--- config.mk ---
export PLATFORM = sky130hd
export DESIGN_NAME = mcc_out_fifo
export DESIGN_NICKNAME = d
export VERILOG_FILES = /design/src/rtl/mcc_pkg.sv /design/src/rtl/mcc_out_fifo.sv
export SDC_FILE = /design/constraint.sdc
export NUM_CORES = 1
export LEC_CHECK = 0
export ABC_AREA = 1
export CORE_MARGIN = 8
export CORE_UTILIZATION = 35
export DETAILED_ROUTE_END_ITERATION = 16
export DONT_BUFFER_PORTS = 1
export GPL_ROUTABILITY_DRIVEN = 0
export SLEW_MARGIN = 40
export SYNTH_ARGS = -nofsm -noshare
export SYNTH_HDL_FRONTEND = slang
export SYNTH_SLANG_ARGS = --single-unit
--- constraint.sdc ---
create_clock -name clk -period 7.9 [get_ports clk]
set_input_delay 0 -clock clk [delete_from_list [all_inputs] [get_ports clk]]
set_output_delay 0 -clock clk [all_outputs]
set_load 0.005 [all_outputs]
--- src/rtl/mcc_pkg.sv ---
`timescale 1ns / 1ps
// mcc_pkg: shared constants, codes and transaction types of the 3x3 multichannel convolution
// used by every rtl file of the block, no dependencies
package mcc_pkg;

	localparam int KERNEL          = 3;
	localparam int CHANNELS        = 3;
	localparam int NUM_WEIGHTS     = CHANNELS * KERNEL * KERNEL;
	localparam int WEIGHT_BITS     = 16;
	localparam int WIDX_BITS       = 5;
	localparam int SUM_BITS        = 38;
	localparam int OUT_COL_BITS    = 6;
	localparam int OUT_ROW_BITS    = 16;
	localparam int IMG_W_BITS      = 7;
	localparam int IMG_H_BITS      = 16;
	localparam int CFG_IDX_BITS    = 1;
	localparam int CFG_DATA_BITS   = 16;
	localparam int MIN_DIM         = 3;
	localparam int RST_IMAGE_WIDTH  = 32;
	localparam int RST_IMAGE_HEIGHT = 32;

	// defaults for the top level parameters
	localparam int DEF_MAX_WIDTH   = 64;
	localparam int DEF_SAMPLE_BITS = 16;

	// result queue depth and its count width
	localparam int OUT_DEPTH      = 8;
	localparam int OUT_PTR_BITS   = $clog2(OUT_DEPTH);
	localparam int OUT_CNT_BITS   = $clog2(OUT_DEPTH + 1);

	// register indexes
	localparam logic [CFG_IDX_BITS-1:0] REG_IMAGE_WIDTH  = 1'b0;
	localparam logic [CFG_IDX_BITS-1:0] REG_IMAGE_HEIGHT = 1'b1;

	// input function codes
	localparam logic FUNC_WEIGHT = 1'b0;
	localparam logic FUNC_PIXEL  = 1'b1;

	// per-pixel tag that travels beside the arithmetic
	typedef struct packed {
		logic                    res;
		logic                    last;
		logic [OUT_COL_BITS-1:0] col;
		logic [OUT_ROW_BITS-1:0] row;
	} tag_t;

	// weight load travelling down the pipe to the weight registers
	typedef struct packed {
		logic                          en;
		logic [WIDX_BITS-1:0]          idx;
		logic signed [WEIGHT_BITS-1:0] val;
	} wload_t;

	typedef struct packed {
		logic signed [SUM_BITS-1:0] sum;
		tag_t                       tag;
	} result_t;

endpackage

--- src/rtl/mcc_out_fifo.sv ---
`timescale 1ns / 1ps
// mcc_out_fifo: result queue between the adder tree and the output channel
// uses mcc_pkg
module mcc_out_fifo (
	input  logic                           clk,
	input  logic                           arst_n,
	input  logic                           push,
	input  mcc_pkg::result_t               push_data,
	input  logic                           out_ready,
	output logic                           out_valid,
	output mcc_pkg::result_t               out_data,
	output logic [mcc_pkg::OUT_CNT_BITS-1:0] count
);
	import mcc_pkg::*;

	result_t                 buf_q [OUT_DEPTH];
	logic [OUT_PTR_BITS-1:0] wr_ptr_q, rd_ptr_q;
	logic [OUT_CNT_BITS-1:0] cnt_q;
	logic                    pop;

	assign out_valid = (cnt_q != '0);
	assign pop       = out_valid && out_ready;
	assign out_data  = buf_q[rd_ptr_q];
	assign count     = cnt_q;

	always_ff @(posedge clk) begin
		if (push) begin
			buf_q[wr_ptr_q] <= push_data;
		end
	end

	always_ff @(posedge clk or negedge arst_n) begin
		if (!arst_n) begin
			wr_ptr_q <= '0;
			rd_ptr_q <= '0;
			cnt_q    <= '0;
		end else begin
			if (push) begin
				wr_ptr_q <= wr_ptr_q + 1'b1;
			end
			if (pop) begin
				rd_ptr_q <= rd_ptr_q + 1'b1;
			end
			cnt_q <= cnt_q + OUT_CNT_BITS'(push) - OUT_CNT_BITS'(pop);
		end
	end

endmodule

* Word-level counts from Yosys, hierarchy flattened
Memory sizes are Yosys's and may differ from the RTL's. Cells that the tools add are included.
Cells by class: $add $sub $neg 4, multiply operators 0, div/mod/pow operators 0, order comparisons 0, equal/unequal tests 0, shifts and indexed selects 0, multiplexer cells 2, bitwise logic cells 0, reduce and logical (&&, ||, !) cells 2
Operators with widths (count):
- adder 3 x 1 -> 3 bit (second input constant) | 2
- adder 4 x 1 -> 4 bit | 1
- nonzero test 4 bit | 1
- subtractor 4 x 1 -> 4 bit | 1
- 2-to-1 mux 1 bit | 2
- logical AND 1 bit | 1
Word-level totals: flip-flop bits (word level) 10, latch bits 0, RAM bits 496, ROM bits 0, bits of input ports 66, word-level logic and storage cells 12, memories 1
Memories:
- buf_q | depth 8, bits a word 62, read ports 1, clocked after Yosys merged registers in 0, wr ports 1, line mcc_out_fifo.sv:16 | result_t buf_q [OUT_DEPTH];

* Longest topological paths before layout
Gate-level depths: netlist of the first run.
depth in word-level cells 3, depth in mapped cells 11

* Least setup slack after synthesis of the first run
No wires, ideal clock.
path type flip-flop to flip-flop, start register wr_ptr_q[0], end memory buf_q[0][0] (netlist name) (enable), arrival time 3.328 ns, required time 7.418 ns, setup slack 4.090 ns, stages on the path, launching flop included 3, path buffers 0, cell sequence dfrtp_1 -> or2_2 -> nor2_1
RTL lines:
- from (decl) | line mcc_out_fifo.sv:17 | logic [OUT_PTR_BITS-1:0] wr_ptr_q, rd_ptr_q;
- from (signal assigned) | line mcc_out_fifo.sv:39 | wr_ptr_q <= wr_ptr_q + 1'b1;
- to (decl) | line mcc_out_fifo.sv:16
No word-level cell before the write port.

==> results of run 1 <==
## placed cells by master, fill, tap and decap left out
cell type,n
clkbuf_1,11
nand2_1,819
diode_2,3
buf_16,1
clkinv_1,13
buf_12,2
dfrtp_4,2
ha_1,7
clkinvlp_4,1
or2_2,1
inv_1,510
a21oi_1,1
o21ai_0,3
dfrtp_1,7
inv_6,3
clkinv_2,8
nand3_1,250
fa_1,1
dfrtp_2,1
clkinv_4,2
dlygate4sd3_1,67
clkbuf_16,58
inv_2,1
buf_6,8
xnor2_1,2
xor2_1,3
bufinv_16,8
nor2_4,8
edfxtp_1,496
buf_8,2
buf_4,13
## final timing paths
kind / start / endpoint
max in group asynchronous: arst_n / rd_ptr_q[1]$_DFFE_PN0P_
setup reg to reg: wr_ptr_q[0]$_DFFE_PN0P_ / buf_q[6][46]$_DFFE_PP_
hold / removal: push / wr_ptr_q[1]$_DFFE_PN0P_
hold reg to reg: wr_ptr_q[0]$_DFFE_PN0P_ / wr_ptr_q[0]$_DFFE_PN0P_
setup / recovery: rd_ptr_q[0]$_DFFE_PN0P_ / out_data[41]
min in group asynchronous: arst_n / rd_ptr_q[0]$_DFFE_PN0P_
## metrics by stage
stage | instances | setup slack (ns) | hold slack (ns) | instance area (µm²) | power, µW
final | 3158 | 4.717 | 0.2093 | 25560 | 8655
after CTS | 3152 | 4.371 | 0.1099 | 25490 | 8778
after global routing | 3157 | 4.444 | 0.2148 | 25560 | 9217
after detailed placement | 2985 | 5.024 | -0.2951 | 23000 | 6110
after floorplan | 2209 | 4.090 | -0.2956 | 22260 | 5431
after global placement | 2981 | 4.999 | -0.2952 | 22900 | 6034
## logic make-up after synthesis
group | count (synthesis)
AND/OR/NAND/NOR | 1078
flip-flops | 506
buffers and inverters | 608
XOR/XNOR | 5
adder cells (fa/ha/maj) | 8
AO/OA/AOI/OAI | 4
## layer usage
layer  vias to the layer above  global-route usage, %
li1                       6967                      -
met1                      6820                  18.23
met2                       287                  24.74
met3                        69                  3.284
met4                         6                  3.422
met5                         -                      0
## timing repair
item,4_1_cts,5_1_grt
endpoints found under the hold margin,520,1
buffers inserted,0,0
hold buffers,66,1
setup endpoints to repair,0,0
## worst max-delay path, delay by kind of cell (launching register included)
family	cells	cell delay [ns]
buf+inv	3	1.35
flops	1	0.64
simple gates	5	0.49
## registers in the layout (all words and copies together), names as in the netlist
name,count
buf_q,496
rd_ptr_q,3
wr_ptr_q,3
count,4
## report_power, final
group | internal, µW | total, µW | switching (µW)
Clock | 1570 | 2590 | 1020
Sequential | 3260 | 3410 | 154
Combinational | 728 | 2650 | 1920
Total | 5560 | 8660 | 3100
## cell type report
| class | instances | share of cell area [%] |
|---|---|---|
| timing repair buffer | 94 | 3.838 |
| inverter | 513 | 7.573 |
| clock buffer | 68 | 5.742 |
| clock inverter | 33 | 1.420 |
| antenna | 3 | 0.02937 |
| multi-input combinational | 1095 | 17.97 |
| tap | 846 | 4.141 |
| sequential | 506 | 59.29 |
==> impl_metrics.env, run 1 <==
export IMPL_worstPathCellList="buf_12, inv_6, buf_6, nand2_1, nand3_1, nand2_1, nand2_1, nand2_1"
export IMPL_cp_slowest_cell="dfrtp_4"
export IMPL_dieArea_um2=71920
export IMPL_cts_resized=0
export IMPL_synth_edf_count=496
export IMPL_setup_viol=0
export IMPL_finalCritPeriodShare_pct=40.29
export IMPL_dr_wl_met2_mm=25.40
export IMPL_drc_errors=0
export IMPL_end_kind="primary output"
export IMPL_areaGrowthSynthToFinish_pct=14.83
export IMPL_grt_pass1_wl_mm=80.06
export IMPL_nFillCells=5931
export IMPL_status="completed"
export IMPL_tightest_slew_ns=0.8364
export IMPL_core_area_um2=62970
export IMPL_worstSetupPathType="reg2out"
export IMPL_ys_types=20
export IMPL_worstPathMaxFanout=86
export IMPL_required_ns=7.90
export IMPL_wirelength_mm=52.10
export IMPL_start_kind="flop"
export IMPL_io_pin_count=133
export IMPL_yosys_warnings=0
export IMPL_grt_pass1_vias=13960
export IMPL_gr_usage_all_layers_pct=14.35
export IMPL_final_setup_tns_ns=0
export IMPL_syn_nets=2283
export IMPL_synth_seq_cells=506
export IMPL_fp_dieH_um=268.2
export IMPL_io_buffers=0
export IMPL_cts_buffer_depth=3
export IMPL_place_hpwl_mm=27.99
export IMPL_met3_length_mm=3.099
export IMPL_rows=92
export IMPL_cts_inserted_buffers=54
export IMPL_grt_remaining_overflow=0
export IMPL_yosysSeqAreaShare_pct=68.04
export IMPL_hold_viol_final=0
export IMPL_ctsRootBufferMaster="clkbuf_16"
export IMPL_synth_largest_area_cell="edfxtp_1"
export IMPL_clock_latency_ns=0.58
export IMPL_drive_gt1_share_pct=5.154
export IMPL_hold_depth=3
export IMPL_fin_skew_ns=0.01323
export IMPL_synthFlopType="edfxtp_1"
export IMPL_yosys_area_share_simple_pct=19.60
export IMPL_die_w_um=268.2
export IMPL_p_per_area_nw_per_um2=338.6
export IMPL_crit_top_cell="nand2_1"
export IMPL_fmax_mhz=314.2
export IMPL_max_stage_delay_ns=0.64
export IMPL_htree_levels=2
export IMPL_grt_max_degree=93
export IMPL_final_net_count=2338
export IMPL_leakagePower_uw=0.01147
export IMPL_start_util_pct=35.35
export IMPL_synth_top_cells_by_area="edfxtp_1 67%, nand2_1 14%, inv_1 8.6%"
export IMPL_synthArstFlopShare_pct=1.976
export IMPL_synth_fa_ha_area_share_pct=0.4834
export IMPL_vias=14150
export IMPL_antenna_found_initial=6
export IMPL_rsz0062_at_grt="no"
export IMPL_finalMaxSlewViolations=0
export IMPL_path_clk_slew_ns=0.06
export IMPL_viasPerCell=4.480
export IMPL_first_pass_iters=5
export IMPL_synthXorXnorAreaFrac_pct=0.1967
export IMPL_synth_most_common_cell="nand2_1"
export IMPL_top_layer_used="met5"
export IMPL_drt_iter0_markers=946
export IMPL_hp_class="in2reg"
export IMPL_r2r_cells=5
export IMPL_rrSetupSlack_ns=5.45
export IMPL_avgSynthCellArea_um2=10.08
export IMPL_relSlewSlack_pct=44.24
export IMPL_netlist_instances=2209
export IMPL_cap_violations=0
export IMPL_critPathArrivalTime_ns=3.18
export IMPL_utilization_pct=40.59
export IMPL_yosysTopAreaCellShare_pct=66.91
export IMPL_synth_top_family_by_area="simple AND/OR/NAND/NOR gates"
export IMPL_netlist_area_um2=22260
export IMPL_netlist_top_cells_count="819 x nand2_1, 510 x inv_1, 496 x edfxtp_1"
export IMPL_synth_compound_area_share_pct=0.08994
export IMPL_ir_drop_v=0.0001982
export IMPL_ff_latch_area_um2=15150
export IMPL_cts_tree="done"
export IMPL_routedWlPerCell_um=16.50
export IMPL_antenna_left=0
export IMPL_cts_sinks=506
export IMPL_wl_met1_mm=22.65
export IMPL_period_needed_ns=3.183
export IMPL_multiInputGateArea_um2=4593
export IMPL_muxShareOfSynthArea_pct=0
Note: power is estimated with default switching activity, not from simulation.
==> run 2: changes to the inputs <==
- ABC_AREA: 1 -> 0
- clock period: 7.9 -> 2.92 ns (I/O delays scaled with it)
==> run 2 against run 1 <==
  * Clock power grew to 2.5 times the previous value
  * Sequential power increased to 2.8 times the previous value
  * Critical path depth increased by 3
  * Setup slack worse by 4.3 ns
  * Clock-buffer cell count fell by 5
  * Combinational power is 140% higher
  * Worst hold slack better by 0.0041 ns
  * Synthesized area shrank 13%
  * Largest cell class unchanged
  * Largest power group unchanged
  * Highest routed layer is now met4
==> impl_metrics.env, run 2 <==
export IMPL_critPathLaunch="count[2]$_DFF_PN0_"
export IMPL_dieArea_um2=63180
export IMPL_start_util_pct=35.26
export IMPL_final_net_count=956
export IMPL_drt_iter0_markers=491
export IMPL_final_common_cell="edfxtp_1"
export IMPL_synth_largest_area_cell="edfxtp_1"
export IMPL_cap_violations=0
export IMPL_areaGrowthSynthToFinish_pct=18.02
export IMPL_rows=86
export IMPL_end_kind="flop"
export IMPL_drive_gt1_share_pct=32.68
export IMPL_status="completed"
export IMPL_worstPathMaxFanout=3
export IMPL_p_switching_uw=6229
export IMPL_critPathArrivalTime_ns=2.98
export IMPL_grt_remaining_overflow=0
export IMPL_finalCritPeriodShare_pct=86.32
export IMPL_grt_max_degree=68
export IMPL_netlist_instances=771
export IMPL_largest_register="buf_q"
export IMPL_antenna_found_initial=1
export IMPL_p_sw_share_pct=27.65
export IMPL_synth_edf_count=496
export IMPL_drc_errors=0
export IMPL_viasPerCell=4.873
export IMPL_r2r_end="count[2]$_DFF_PN0_"
export IMPL_clock_latency_ns=0.59
export IMPL_yosysSeqAreaShare_pct=78.12
export IMPL_yosys_warnings=0
export IMPL_htree_levels=2
export IMPL_netlist_top_cells_count="496 x edfxtp_1, 124 x mux4_2, 50 x mux2_4"
export IMPL_synthArstFlopShare_pct=1.976
export IMPL_required_ns=3.38
export IMPL_ir_drop_v=0.0005765
export IMPL_core_area_um2=54990
export IMPL_setup_viol=0
export IMPL_hp_class="in2reg"
export IMPL_fmax_mhz=396.7
export IMPL_clkPwrFrac_pct=29.3
export IMPL_synth_seq_cells=506
export IMPL_hold_viol_final=0
export IMPL_endpoint="count[2]$_DFF_PN0_"
export IMPL_relSlewSlack_pct=52.04
export IMPL_grt_busiest_layer="met2"
export IMPL_synth_top_cells_by_area="edfxtp_1 77%, mux4_2 14%, mux2_4 3.9%"
export IMPL_place_hpwl_mm=20.86
export IMPL_routedWlPerCell_um=23.32
export IMPL_cts_inserted_buffers=53
export IMPL_p_comb_share_pct=28.4
export IMPL_synth_most_common_cell="edfxtp_1"
export IMPL_gr_usage_all_layers_pct=12.41
export IMPL_cts_tree="done"
export IMPL_syn_nets=845
export IMPL_r2r_cells=11
export IMPL_place_area_um2=20500
export IMPL_largest_register_ff_count=496
export IMPL_holdWs_ns=0.2134
export IMPL_post_cts_buffers=0
export IMPL_multiInputGateArea_um2=4021
export IMPL_final_cell_mix="496 x edfxtp_1, 124 x mux4_2, 66 x dlygate4sd3_1"
export IMPL_grt_use_met1_pct=16.07
export IMPL_path_clk_slew_ns=0.06
export IMPL_cts_buffer_depth=3
export IMPL_finalMaxSlewViolations=0
export IMPL_seqPwrFrac_pct=42.3
export IMPL_fp_dieH_um=251.4
export IMPL_io_pin_count=133
export IMPL_grt_util_met3_pct=3.026
export IMPL_ctsHoldBuffers=66
export IMPL_yosysTopAreaCellShare_pct=76.83
export IMPL_leakagePower_uw=0.007333
export IMPL_antenna_left=0
export IMPL_r2r_start="count[2]$_DFF_PN0_"
export IMPL_ys_types=24
export IMPL_grt_pass1_wl_mm=58.84
export IMPL_p_per_area_nw_per_um2=984.6
export IMPL_tightest_slew_ns=0.7195
export IMPL_ff_latch_area_um2=15160
export IMPL_synthFlopType="edfxtp_1"
export IMPL_rsz0062_at_grt="no"
export IMPL_worstSetupPathType="reg2reg"
export IMPL_vias=8152
export IMPL_fin_skew_ns=0.02834
export IMPL_first_pass_iters=4
export IMPL_wirelength_mm=39.01
export IMPL_period_needed_ns=2.521
export IMPL_ctsRootBufferMaster="clkbuf_16"
export IMPL_p_int_uw=16300
export IMPL_met2_usage_pct=20.47
export IMPL_start_kind="flop"
export IMPL_io_buffers=0
export IMPL_grt_pass1_vias=8882
export IMPL_netlist_area_um2=19390
export IMPL_avgSynthCellArea_um2=25.14
export IMPL_nFillCells=4706
export IMPL_final_area_um2=22880
export IMPL_cts_resized=0
export IMPL_cts_sinks=506
export IMPL_die_w_um=251.4
export IMPL_rrSetupSlack_ns=0.40
## run 2: metrics by stage
step	std cells	utilization, %	setup TNS, ns	setup WS [ns]	total power [µW]
CTS	1672	41.61	0	0.3266	23010
detailed placement	1509	37.28	0	0.3971	16200
global placement	1509	37.28	0	0.4243	16130
finish	1673	41.61	0	0.3995	22530
floorplan	771	-	-299.05	-0.7811	14450
global route	1672	41.61	0	0.2318	23620
## run 2: worst min-delay path by stage
stage	from	end	slack, ns	cells after the start
3_3_place_gp	arst_n	wr_ptr_q[1]$_DFFE_PN0P_	-0.29	0
4_1_cts	push	buf_q[1][60]$_DFFE_PP_	0.18	3
6_report	push	buf_q[1][56]$_DFFE_PP_	0.21	3
2_1_floorplan	arst_n	count[0]$_DFF_PN0_	-0.30	0
3_5_place_dp	arst_n	wr_ptr_q[1]$_DFFE_PN0P_	-0.29	0
5_1_grt	push	buf_q[1][56]$_DFFE_PP_	0.22	3
## run 2: kinds of logic (layout without fill, tap and decap cells)
| kind of cell | Yosys count | count (layout) | share of synthesized area, % |
|---|---|---|---|
| DFF | 506 | 506 | 78.12 |
| muxes | 188 | 188 | 19.09 |
| buffers and inverters | 44 | 197 | 1.484 |
| and+or+nand+nor | 17 | 17 | 0.4130 |
| adders and majority gates | 8 | 8 | 0.5550 |
| xor gates and xnor gates | 6 | 6 | 0.2711 |
| AOI/OAI and AO/OA | 2 | 2 | 0.06453 |
| other | 0 | 1 | 0 |
## run 2: critical path: stages (launching register included)
cell and delay, ns:
dfrtp_1 0.40, inv_1 0.08, ha_1 0.14, or3b_2 0.50
nand2_1 0.16, inv_1 0.06, ha_1 0.26, inv_1 0.05
ha_1 0.15, inv_1 0.06, fa_1 0.41, xnor2_1 0.14
## run 2: power groups by stage
stage,Sequential [µW],Clock (µW),Combinational (µW)
2_1_floorplan,9530,0,4920
3_3_place_gp,9650,0,6470
3_5_place_dp,9710,0,6490
5_1_grt,9630,7060,6930
6_report,9530,6600,6390
4_1_cts,9560,6790,6660
## run 2: metal layers
layer / wire, µm / vias to the layer above
met5: 0 / -
met4: 950 / 0
li1: - / 3512
met1: 16730 / 4424
met3: 1993 / 60
met2: 19330 / 156
## run 2: cell type report
class	instances	area share [%]
flip-flops and latches	506	66.24
multi-input cells	221	17.58
clock buffers	63	6.054
repair buffers	91	4.419
well taps	748	4.091
clock inverters	34	1.460
inverters	9	0.1477
diodes	1	0.01094
